### src/design/mcw_pkg.sv
// Package for the multi-channel check-in watchdog.
// Field widths, command and report codes, cell bus types. No dependencies.
package mcw_pkg;

    localparam int CHANNELS_DEF = 16;
    localparam int MAX_RESULTS  = 16;
    localparam int CNT_W        = $clog2(MAX_RESULTS + 1);

    localparam int CMD_W   = 2;
    localparam int CH_W    = 4;
    localparam int TIME_W  = 32;
    localparam int MEM_W   = 40;
    localparam int KIND_W  = 3;
    localparam int IN_W    = 48;
    localparam int OUT_W   = 80;

    localparam logic [CMD_W-1:0] CMD_CHECKIN  = 2'd0;
    localparam logic [CMD_W-1:0] CMD_CHECKOUT = 2'd1;
    localparam logic [CMD_W-1:0] CMD_TICK     = 2'd2;

    localparam logic [KIND_W-1:0] RPT_CHECKIN_OK  = 3'd0;
    localparam logic [KIND_W-1:0] RPT_CHECKOUT_OK = 3'd1;
    localparam logic [KIND_W-1:0] RPT_DBL_CHECKIN = 3'd2;
    localparam logic [KIND_W-1:0] RPT_DBL_CHECKOUT = 3'd3;
    localparam logic [KIND_W-1:0] RPT_TIMEOUT     = 3'd4;
    localparam logic [KIND_W-1:0] RPT_LATE_CHKOUT = 3'd5;

    localparam logic [TIME_W-1:0] TIMEOUT_RST = 32'd60;

    // control broadcast from the top level to every cell
    typedef struct packed {
        logic              adv;     // shift the scan token one cell on
        logic              chk_rd;  // channel-addressed read active
        logic [CH_W-1:0]   ch;
        logic              wr_in;   // check in the addressed channel
        logic              clr_in;  // check out the addressed channel
        logic              mark;    // set timed-out mark in the token cell
        logic [TIME_W-1:0] tick;
        logic [MEM_W-1:0]  mem;
    } t_cell_ctl;

    // read-back from a selected cell, all zero when not selected
    typedef struct packed {
        logic              in_flag;
        logic              to_flag;
        logic [CH_W-1:0]   idx;
        logic [TIME_W-1:0] time_val;
        logic [MEM_W-1:0]  mem_val;
    } t_cell_rd;

    typedef struct packed {
        logic [MEM_W-1:0]  growth;
        logic [TIME_W-1:0] elapsed;
        logic [CH_W-1:0]   ch;
        logic [KIND_W-1:0] kind;
    } t_result;

    typedef enum logic [3:0] {
        S_IDLE  = 4'b0001,
        S_CHK   = 4'b0010,
        S_SCAN  = 4'b0100,
        S_FLUSH = 4'b1000
    } t_state;

endpackage

### src/design/multi_channel_checkin_watchdog.sv
// Multi-channel check-in watchdog: a row of channel cells with a scan token.
// Check in / check out: S_CHK forms the registered result word; no new command is taken
// until the state is back in S_IDLE. Tick: a token walks the cell row one cell per cycle
// while the output is not stalled; output stalls hold the token.
// Reset (i_rst_n low, synchronous) clears all flags, tick count and memory mark,
// and loads the timeout with 60. Depends on mcw_pkg and mcw_cell.
module multi_channel_checkin_watchdog #(
    parameter int CHANNELS = mcw_pkg::CHANNELS_DEF
) (
    input  logic                        i_clk,
    input  logic                        i_rst_n,
    input  logic                        i_cfg_we,
    input  logic [mcw_pkg::TIME_W-1:0]  i_cfg_wdata,
    input  logic                        s_axis_tvalid,
    output logic                        s_axis_tready,
    // command[1:0], channel[5:2], mem_sample_kb[45:6], zero fill
    input  logic [mcw_pkg::IN_W-1:0]    s_axis_tdata,
    output logic                        m_axis_tvalid,
    input  logic                        m_axis_tready,
    // report_kind[2:0], report_channel[6:3], elapsed_ticks[38:7],
    // mem_growth_kb[78:39], zero fill
    output logic [mcw_pkg::OUT_W-1:0]   m_axis_tdata,
    output logic                        m_axis_tlast
);
    import mcw_pkg::*;

    t_state            r_state, n_state;
    logic [CMD_W-1:0]  r_cmd, n_cmd;
    logic [CH_W-1:0]   r_ch, n_ch;
    logic [TIME_W-1:0] r_tick, n_tick;
    logic [MEM_W-1:0]  r_hw, n_hw;
    logic [TIME_W-1:0] r_timeout;
    logic [CNT_W-1:0]  r_cnt, n_cnt;
    logic              r_pend_v, n_pend_v;
    t_result           r_pend, n_pend;
    logic              r_ov, n_ov;
    t_result           r_out, n_out;
    logic              r_olast, n_olast;

    t_cell_ctl         w_ctl;
    t_cell_rd          w_rd [CHANNELS];
    t_cell_rd          w_rd_or;
    logic [CHANNELS:0] w_tok;
    logic              w_acc;
    logic              w_start;
    logic              w_ofree;
    logic [TIME_W-1:0] w_el;
    logic [MEM_W-1:0]  w_gr;
    logic              w_hit;
    logic [CMD_W-1:0]  w_icmd;
    logic [CH_W-1:0]   w_ich;

    assign w_icmd  = s_axis_tdata[1:0];
    assign w_ich   = s_axis_tdata[5:2];
    assign s_axis_tready = (r_state == S_IDLE);
    assign w_acc   = s_axis_tvalid && s_axis_tready;
    assign w_start = w_acc && (w_icmd == CMD_TICK);
    assign w_ofree = !r_ov || m_axis_tready;

    genvar gi;
    generate
        for (gi = 0; gi < CHANNELS; gi++) begin : g_cell
            mcw_cell #(.IDX(gi)) u_cell (
                .i_clk   (i_clk),
                .i_rst_n (i_rst_n),
                .i_ctl   (w_ctl),
                .i_tok   (w_tok[gi]),
                .o_tok   (w_tok[gi+1]),
                .o_rd    (w_rd[gi])
            );
        end
    endgenerate

    assign w_tok[0] = w_start;

    // at most one cell is selected, so an OR merges the read-back
    always_comb begin
        w_rd_or = '0;
        for (int i = 0; i < CHANNELS; i++) begin
            w_rd_or = t_cell_rd'(w_rd_or | w_rd[i]);
        end
    end

    assign w_el  = r_tick - w_rd_or.time_val;
    assign w_gr  = r_hw - w_rd_or.mem_val;
    assign w_hit = (r_state == S_SCAN) && w_rd_or.in_flag && !w_rd_or.to_flag
                   && (w_el > r_timeout) && (r_cnt < CNT_W'(MAX_RESULTS));

    always_comb begin
        w_ctl        = '0;
        w_ctl.adv    = w_start || ((r_state == S_SCAN) && w_ofree);
        w_ctl.chk_rd = (r_state == S_CHK);
        w_ctl.ch     = r_ch;
        w_ctl.wr_in  = (r_state == S_CHK) && w_ofree && (r_cmd == CMD_CHECKIN)
                       && !w_rd_or.in_flag;
        w_ctl.clr_in = (r_state == S_CHK) && w_ofree && (r_cmd == CMD_CHECKOUT)
                       && w_rd_or.in_flag;
        w_ctl.mark   = w_hit && w_ofree;
        w_ctl.tick   = r_tick;
        w_ctl.mem    = r_hw;
    end

    always_comb begin
        n_state  = r_state;
        n_cmd    = r_cmd;
        n_ch     = r_ch;
        n_tick   = r_tick;
        n_hw     = r_hw;
        n_cnt    = r_cnt;
        n_pend_v = r_pend_v;
        n_pend   = r_pend;
        n_ov     = r_ov && !m_axis_tready;
        n_out    = r_out;
        n_olast  = r_olast;

        case (r_state)
            S_IDLE: begin
                if (w_acc) begin
                    n_cmd = w_icmd;
                    n_ch  = w_ich;
                    if (w_icmd == CMD_TICK) begin
                        n_tick   = r_tick + 1'b1;
                        n_hw     = s_axis_tdata[45:6];
                        n_cnt    = '0;
                        n_pend_v = 1'b0;
                        n_state  = S_SCAN;
                    end else if ((w_icmd == CMD_CHECKIN || w_icmd == CMD_CHECKOUT)
                                 && (int'(w_ich) < CHANNELS)) begin
                        n_state = S_CHK;
                    end
                end
            end
            S_CHK: begin
                if (w_ofree) begin
                    n_ov          = 1'b1;
                    n_olast       = 1'b1;
                    n_out         = '0;
                    n_out.ch      = r_ch;
                    if (r_cmd == CMD_CHECKIN) begin
                        n_out.kind = w_rd_or.in_flag ? RPT_DBL_CHECKIN : RPT_CHECKIN_OK;
                    end else if (!w_rd_or.in_flag) begin
                        n_out.kind = RPT_DBL_CHECKOUT;
                    end else if (w_rd_or.to_flag) begin
                        n_out.kind    = RPT_LATE_CHKOUT;
                        n_out.elapsed = w_el;
                        n_out.growth  = w_gr;
                    end else begin
                        n_out.kind = RPT_CHECKOUT_OK;
                    end
                    n_state = S_IDLE;
                end
            end
            S_SCAN: begin
                if (w_ofree) begin
                    // a hit holds back until the next one shows whether it is last
                    if (w_hit) begin
                        n_cnt          = r_cnt + 1'b1;
                        n_pend_v       = 1'b1;
                        n_pend.kind    = RPT_TIMEOUT;
                        n_pend.ch      = w_rd_or.idx;
                        n_pend.elapsed = w_el;
                        n_pend.growth  = w_gr;
                        if (r_pend_v) begin
                            n_ov    = 1'b1;
                            n_out   = r_pend;
                            n_olast = 1'b0;
                        end
                    end
                    if (w_tok[CHANNELS]) begin
                        n_state = S_FLUSH;
                    end
                end
            end
            S_FLUSH: begin
                if (!r_pend_v) begin
                    n_state = S_IDLE;
                end else if (w_ofree) begin
                    n_ov     = 1'b1;
                    n_out    = r_pend;
                    n_olast  = 1'b1;
                    n_pend_v = 1'b0;
                    n_state  = S_IDLE;
                end
            end
            default: begin
                n_state = S_IDLE;
            end
        endcase
    end

    always_ff @(posedge i_clk) begin
        if (!i_rst_n) begin
            r_state   <= S_IDLE;
            r_tick    <= '0;
            r_hw      <= '0;
            r_timeout <= TIMEOUT_RST;
            r_cnt     <= '0;
            r_pend_v  <= 1'b0;
            r_ov      <= 1'b0;
        end else begin
            r_state  <= n_state;
            r_tick   <= n_tick;
            r_hw     <= n_hw;
            r_cnt    <= n_cnt;
            r_pend_v <= n_pend_v;
            r_ov     <= n_ov;
            if (i_cfg_we) begin
                r_timeout <= i_cfg_wdata;
            end
        end
    end

    always_ff @(posedge i_clk) begin
        r_cmd   <= n_cmd;
        r_ch    <= n_ch;
        r_pend  <= n_pend;
        r_out   <= n_out;
        r_olast <= n_olast;
    end

    assign m_axis_tvalid = r_ov;
    assign m_axis_tdata  = {1'b0, r_out};
    assign m_axis_tlast  = r_olast;

endmodule

### src/design/mcw_cell.sv
// One watchdog channel cell: flags, check-in time and memory mark, scan token.
// Depends on mcw_pkg.
module mcw_cell #(
    parameter int IDX = 0
) (
    input  logic              i_clk,
    input  logic              i_rst_n,
    input  mcw_pkg::t_cell_ctl i_ctl,
    input  logic              i_tok,
    output logic              o_tok,
    output mcw_pkg::t_cell_rd o_rd
);
    import mcw_pkg::*;

    localparam logic [CH_W-1:0] IDX_L = CH_W'(IDX);

    logic              r_in;
    logic              r_to;
    logic              r_tok;
    logic [TIME_W-1:0] r_time;
    logic [MEM_W-1:0]  r_mem;
    logic              w_sel;

    // channels past the 4-bit index range are never addressed
    assign w_sel = i_ctl.chk_rd && (IDX < (1 << CH_W)) && (i_ctl.ch == IDX_L);

    always_ff @(posedge i_clk) begin
        if (!i_rst_n) begin
            r_in  <= 1'b0;
            r_to  <= 1'b0;
            r_tok <= 1'b0;
        end else begin
            if (i_ctl.adv) begin
                r_tok <= i_tok;
            end
            if (w_sel && i_ctl.wr_in) begin
                r_in <= 1'b1;
                r_to <= 1'b0;
            end else if (w_sel && i_ctl.clr_in) begin
                r_in <= 1'b0;
            end else if (r_tok && i_ctl.mark) begin
                r_to <= 1'b1;
            end
        end
    end

    always_ff @(posedge i_clk) begin
        if (w_sel && i_ctl.wr_in) begin
            r_time <= i_ctl.tick;
            r_mem  <= i_ctl.mem;
        end
    end

    assign o_tok = r_tok;

    always_comb begin
        o_rd = '0;
        if (w_sel || r_tok) begin
            o_rd.in_flag  = r_in;
            o_rd.to_flag  = r_to;
            o_rd.idx      = IDX_L;
            o_rd.time_val = r_time;
            o_rd.mem_val  = r_mem;
        end
    end

endmodule
### config.mk
export PLATFORM = sky130hd
export DESIGN_NAME = multi_channel_checkin_watchdog
export DESIGN_NICKNAME = d
export VERILOG_FILES = /design/src/design/mcw_pkg.sv /design/src/design/multi_channel_checkin_watchdog.sv /design/src/design/mcw_cell.sv
export SDC_FILE = /design/constraint.sdc
export NUM_CORES = 2
export LEC_CHECK = 0
export ABC_AREA = 1
export BUFFER_PORTS_ARGS = -buffer_cell sky130_fd_sc_hd__clkbuf_2
export CORE_MARGIN = 2
export CORE_UTILIZATION = 30
export DETAILED_ROUTE_END_ITERATION = 10
export GPL_ROUTABILITY_DRIVEN = 0
export GPL_TIMING_DRIVEN = 0
export HOLD_SLACK_MARGIN = 0.15
export PLACE_DENSITY = 0.45
export SYNTH_ARGS = -nofsm -noshare
export SYNTH_HDL_FRONTEND = slang
export SYNTH_SLANG_ARGS = --single-unit
### constraint.sdc
create_clock -name i_clk -period 33.7 [get_ports i_clk]
set_input_delay 1.685 -clock i_clk [delete_from_list [all_inputs] [get_ports i_clk]]
set_output_delay 1.685 -clock i_clk [all_outputs]
set_load 0.02 [all_outputs]
## Word level (Yosys, flattened, before mapping)

Index checks and enable logic that the tools add are counted.

- Bits in registers: 1477
- Bits of input ports: 85

- Add/sub/neg operators: 4
- Magnitude comparators: 2
- Equal/unequal tests: 32
- Muxes and demuxes: 94
- Bitwise gates (word level): 32
- Reductions and logical operators: 163

Operators by type and width:

| cell | count |
|---|---|
| 78-bit 2-to-1 mux | 16 |
| 78-bit bitwise OR | 15 |
| 79-bit 2-to-1 mux | 6 |
| 79-bit case mux with 3 select lines | 1 |
| 72-bit 2-to-1 mux | 3 |
| 1-bit logical AND | 78 |
| 1-bit 2-to-1 mux | 48 |
| 40-bit subtractor | 1 |
| 4-bit == test, second input constant | 9 |
| 2-bit AND reduction | 17 |
| 2-bit nonzero test | 17 |
| 32-bit by 1-bit adder with 32-bit output, second input constant | 1 |
| 32-bit greater-than comparator | 1 |
| 2-bit OR reduction | 16 |
| 32-bit subtractor | 1 |
| 4-bit 2-to-1 mux | 7 |
| 4-bit by 3-bit == test with 1-bit output, second input constant | 5 |
| 5-bit 2-to-1 mux | 4 |
| 1-bit logical OR | 19 |
| 1-bit NOT | 17 |
| 4-bit case mux with 4 select lines | 1 |
| 5-bit AND reduction | 3 |
| 4-bit by 2-bit == test with 1-bit output, second input constant | 3 |
| 2-bit != test, second input constant | 6 |
| other kinds (18) | 32 |

## Logic depth before layout (Yosys ltp)

- Depth in word-level cells: 26
- Mapped depth: 39

## By module

Synthesis repeated with hierarchy kept, for this count alone.

- Cell total of the unflattened synthesis: 6025
- Area total of the unflattened synthesis: 70282.4 um2

By module, submodules not included:

| module | times used | cells each | area each (um2) | seq. area each (um2) |
|---|---|---|---|---|
| multi_channel_checkin_watchdog | 1 | 2450 | 18631.6 | 7166.9 |
| mcw_cell at g_cell[10].u_cell ... | 4 | 256 | 3400.8 | 2222.1 |
| mcw_cell at g_cell[1].u_cell ... | 4 | 190 | 3006.6 | 2222.1 |
| mcw_cell at g_cell[13].u_cell ... | 2 | 257 | 3409.5 | 2222.1 |
| mcw_cell at g_cell[11].u_cell ... | 2 | 191 | 3111.7 | 2222.1 |
| mcw_cell at g_cell[0].u_cell | 1 | 258 | 3504.6 | 2222.1 |
| mcw_cell at g_cell[15].u_cell | 1 | 256 | 3388.2 | 2222.1 |
| mcw_cell at g_cell[12].u_cell | 1 | 190 | 3049.2 | 2222.1 |
| mcw_cell at g_cell[3].u_cell | 1 | 191 | 3036.7 | 2222.1 |

## Least setup slack after synthesis

OpenSTA, ideal clock, no wires.

- Path kind: flip-flop to flip-flop
- Start point: register r_state[0]
- End point: register r_out (netlist bit m_axis_tdata[0]) (enable)
- Library setup time: 711 ps
- Arrival: 12275 ps
- Required time: 32989 ps
- Slack: 20714 ps
- Stages on the path, launching flop included: 34
- Path buffers: 4
- Clock period less this slack: 12986 ps
- Path through: dfxtp_1 > inv_1 > nand2_1 > nor2_4 > buf_6 > nand2_2 > nand2_2 > buf_2 > buf_2 > buf_1 > nand2_1 > nand3_1 > nor2_1 > ha_1 > nand2_1 > o21ai_0 > a21boi_0 > o21ai_0 > nand3_1 > nand2_1 > a21oi_1 > inv_1 > nand3_1 > and2_1 > ha_1 > nand2_1 > nor3_1 > nor2b_1 > nand2_1 > a21oi_1 > nand3_2 > nand2_2 > inv_1 > nor4_1

- Word-level cells in the longest chain between the ends: 25
- Elaborated cells on any way between the ends: 81

RTL lines:

| element | line | RTL |
|---|---|---|
| start, declared | multi_channel_checkin_watchdog.sv:27 | `t_state r_state, n_state;` |
| start signal, assigned | multi_channel_checkin_watchdog.sv:201 | `r_state <= n_state;` |
| 4-bit by 2-bit == test with 1-bit output (*) | multi_channel_checkin_watchdog.sv:92 | `w_ctl.chk_rd = (r_state == S_CHK);` |
| 1-bit logical AND | mcw_cell.sv:25 | `assign w_sel = i_ctl.chk_rd && (IDX < (1 << CH_W)) && (i_ctl.ch == IDX_L);` |
| 1-bit logical OR | mcw_cell.sv:58 | `if (w_sel \|\| r_tok) begin` |
| 78-bit 2-to-1 mux | mcw_cell.sv:58 |  |
| 78-bit bitwise OR (14 in a row) | multi_channel_checkin_watchdog.sv:80 | `w_rd_or = t_cell_rd'(w_rd_or \| w_rd[i]);` |
| 78-bit bitwise OR (*) | multi_channel_checkin_watchdog.sv:80 |  |
| 32-bit subtractor (*) | multi_channel_checkin_watchdog.sv:84 | `assign w_el = r_tick - w_rd_or.time_val;` |
| named net w_el[31] | multi_channel_checkin_watchdog.sv:47 | `logic [TIME_W-1:0] w_el;` |
| 32-bit greater-than comparator (*) | multi_channel_checkin_watchdog.sv:87 | `&& (w_el > r_timeout) && (r_cnt < CNT_W'(MAX_RESULTS));` |
| 1-bit logical AND (*) (2 in a row) | multi_channel_checkin_watchdog.sv:87 |  |
| 2-bit != test (no line) (*) | n/a |  |
| 7-bit AND reduction (no line) (*) | n/a |  |
| end signal, assigned | multi_channel_checkin_watchdog.sv:217 | `r_out <= n_out;` |
| end, declared | multi_channel_checkin_watchdog.sv:37 | `t_result r_out, n_out;` |

Mark *: on every way through the listed nets, which the timed path passes. The rest lies on a longest branch.
A chain may end at the register's enable or synchronous reset.

## Final worst setup path

- Start point: register r_state[0]
- End point: register r_out (netlist bit m_axis_tdata[68]) (enable)

Same word-level chain as after synthesis.

==> results.json <==
{
  "p_leak_nw": 24.7,
  "ant_nets": 0,
  "overflow": 0,
  "numClockSinks": 1477,
  "io_pins": 168,
  "cts_resized": 0,
  "arrival_ps": 11600,
  "grtUsageTotal": 0.213,
  "grt_pass1_vias": 38200,
  "period_share": 0.329,
  "vias": 40400,
  "nets": 5342,
  "synth_nets": 4915,
  "core_um2": 197000,
  "cts.clk_slew.worst_paths_ps": 60,
  "hold_buffers": 0,
  "area_growth_syn_to_layout_pct": 18.3,
  "drc": 0,
  "cap_violations": 1,
  "final_common_cell": "edfxtp_1",
  "required_ps": 34210,
  "syn_avg_cell_area_um2": 12.6,
  "timing.fmax_ghz": 0.0901,
  "synth-warning-count": 0,
  "antenna_found_initial": 12,
  "crit_fanout": 10,
  "drv_slew": 11,
  "slew_headroom": -0.0240,
  "seq_area_frac_synth": 0.718,
  "skew_ps": 36.9,
  "finalSetupViolCount": 0,
  "htreeDepth": 4,
  "io_buffers": 162,
  "rsz0062_at_grt": "no",
  "synth_area_um2": 59500,
  "crit_path_end_kind": "register",
  "cts-buffers-inserted": 155,
  "path_class": "register to register",
  "post-route-min-period_ps": 11100,
  "die_area_um2": 202000,
  "post_cts_buffers": 0,
  "run_status": "finished, violations left",
  "die_y_um": 449,
  "violations": "capacitance limit, slew limit",
  "synth.distinct_cells": 56,
  "critPathLaunchType": "register",
  "cp_common_cell": "buf_4",
  "clockBufferDepth": 3,
  "power.density_nw_per_um2": 65.1,
  "critPathMaxStageDelay_ps": 1080,
  "setup_slack_ps": 22600,
  "wire_per_inst_um": 27.8,
  "r2r_start": "r_state[0]",
  "synth_edf_count": 1314,
  "setup_tns_ps": 0,
  "grt_max_degree": 29,
  "finalHoldWorstSlack_ps": 450,
  "async_reset_ff_frac": 0,
  "dpl_worst_slack_ps": 22670,
  "drt-vias-per-instance": 5.10,
  "min_path_cells": 2,
  "final_cell_mix": "edfxtp_1, nand2_1, nor2_1",
  "r2r_cells": 42,
  "whs_endpoint": "g_cell[1].u_cell.r_to",
  "initial_utilization": 0.302,
  "min_from": "g_cell[1].u_cell.r_to",
  "final_util": 0.357,
  "vdd_drop_max_mv": 0.0487,
  "r2r_slack_ps": 22600,
  "hp-class": "register to register",
  "worst_slew_pin_slew_ps": 1540,
  "reg2reg_to": "m_axis_tdata[68]",
  "clk_latency_ps": 820,
  "drive_gt1_frac": 0.114,
  "fp.dieW_um": 449,
  "hold_viol": 0,
  "cts_tree": "built",
  "drtIter0Drc": 4774,
  "hpwl_um": 156000,
  "ys_seq_elements": 1477,
  "rows": 163,
  "final_area_um2": 70400,
  "post_dp_cell_area_um2": 65400,
  "postSynthCellCount": 4724,
  "drt-pass1-iter-count": 6,
  "ys.flop_type": "edfxtp_1",
  "cts-root-buf": "clkbuf_16",
  "drt-total-wl_um": 220000,
  "grt_pass1_wl_um": 303000,
  "slowest_stage": "buf_1"
}
## power breakdown
| group | internal (mW) | leakage (nW) | switching [mW] |
|---|---|---|---|
| clock | 0.962 | 2.42 | 0.738 |
| sequential | 2.03 | 12.9 | 0.0336 |
| combinational | 0.224 | 9.41 | 0.601 |
## routing by layer
layer / vias up / part of all wire / GRT usage
li1: 18100 / - / -
met1: 20500 / 0.44 / 0.295
met2: 1564 / 0.47 / 0.350
met3: 274 / 0.063 / 0.0286
met4: 2 / 0.027 / 0.0596
met5: - / 0.000059 / 0
## flip-flops by register name, indices dropped and copies added, names as in the netlist
| name | count |
|---|---|
| g_cell.u_cell.r_time | 512 |
| r_tick | 32 |
| r_timeout | 32 |
| r_cnt | 5 |
| r_ch | 4 |
| r_pend_v | 1 |
| m_axis_tdata | 79 |
| g_cell.u_cell.r_to | 16 |
| g_cell.u_cell.r_in | 16 |
| r_pend | 76 |
| r_state | 4 |
| r_cmd | 2 |
| r_hw | 40 |
| m_axis_tvalid | 1 |
| g_cell.u_cell.o_tok | 16 |
| g_cell.u_cell.r_mem | 640 |
| m_axis_tlast | 1 |
## worst max-delay path by stage
stage | startpoint | end | slack, ps
2_1_floorplan | r_state[0] | m_axis_tdata[0] | 20710
3_3_place_gp | r_state[0] | m_axis_tdata[60] | 12360
3_5_place_dp | r_state[0] | m_axis_tdata[60] | 22670
4_1_cts | r_state[0] | m_axis_tdata[68] | 22610
5_1_grt | r_state[0] | m_axis_tdata[68] | 21940
6_report | r_state[0] | m_axis_tdata[68] | 22600
## logic make-up after synthesis
logic type,synth area share
buffers and inverters,0.0326
XOR/XNOR,0.0107
other,0.0000630
adder cells (fa/ha/maj),0.0225
AO/OA/AOI/OAI,0.0936
flip-flops,0.718
AND/OR/NAND/NOR,0.123
## cells in the mapped netlist (5+ instances only)
| cell type | number | area (um2) |
|---|---|---|
| buf_4 | 9 | 67.6 |
| ha_1 | 104 | 1300 |
| a21o_1 | 15 | 113 |
| o21bai_1 | 9 | 67.6 |
| buf_1 | 33 | 124 |
| dfxtp_1 | 163 | 3260 |
| nand2_2 | 9 | 56.3 |
| edfxtp_1 | 1314 | 39500 |
| nor3b_1 | 5 | 37.5 |
| o21ai_1 | 6 | 30.0 |
| a21oi_1 | 286 | 1430 |
| nor2_1 | 328 | 1230 |
| a31oi_1 | 10 | 62.6 |
| nand4_1 | 117 | 732 |
| inv_2 | 8 | 30.0 |
| o21ai_0 | 188 | 941 |
| o21a_1 | 12 | 90.1 |
| nand2_1 | 1027 | 3850 |
| xnor2_1 | 12 | 105 |
| nor3_1 | 41 | 205 |
| a21boi_0 | 6 | 45.0 |
| xor2_1 | 61 | 534 |
| a211oi_1 | 7 | 52.6 |
| a22o_1 | 151 | 1320 |
| clkbuf_1 | 95 | 357 |
| nand3_1 | 150 | 751 |
| nor4_1 | 18 | 113 |
| inv_1 | 290 | 1090 |
| buf_2 | 44 | 220 |
| and2_1 | 5 | 31.3 |
| a221oi_1 | 151 | 1320 |
## area by class of cell
| type | instances | area [um2] |
|---|---|---|
| diodes | 2 | 5.00 |
| plain buffers | 185 | 821 |
| clock buffers | 230 | 4440 |
| clock inverters | 56 | 539 |
| fillers | 19300 | 127000 |
| inverters | 300 | 1130 |
| multi-input cells | 2762 | 15000 |
| flip-flops and latches | 1477 | 42700 |
| well taps | 2640 | 3300 |
| repair buffers | 270 | 2470 |
## metrics by stage
step / std cells / power (mW)
CTS: 7920 / 4.60
global route: 7921 / 4.74
finish: 7922 / 4.59
detailed placement: 7634 / 2.91
global placement: 7526 / 2.91
floorplan: 4724 / 2.54
## critical path, delay by kind of cell (launching register included)
family          cells  cell delay [ps]
buf+inv            17             4200
simple gates       16             2960
compound gates      6             2300
fa+ha+maj           2              590
xor+xnor            1              330
flops               1              310
Power figures use the tool's default switching activity.
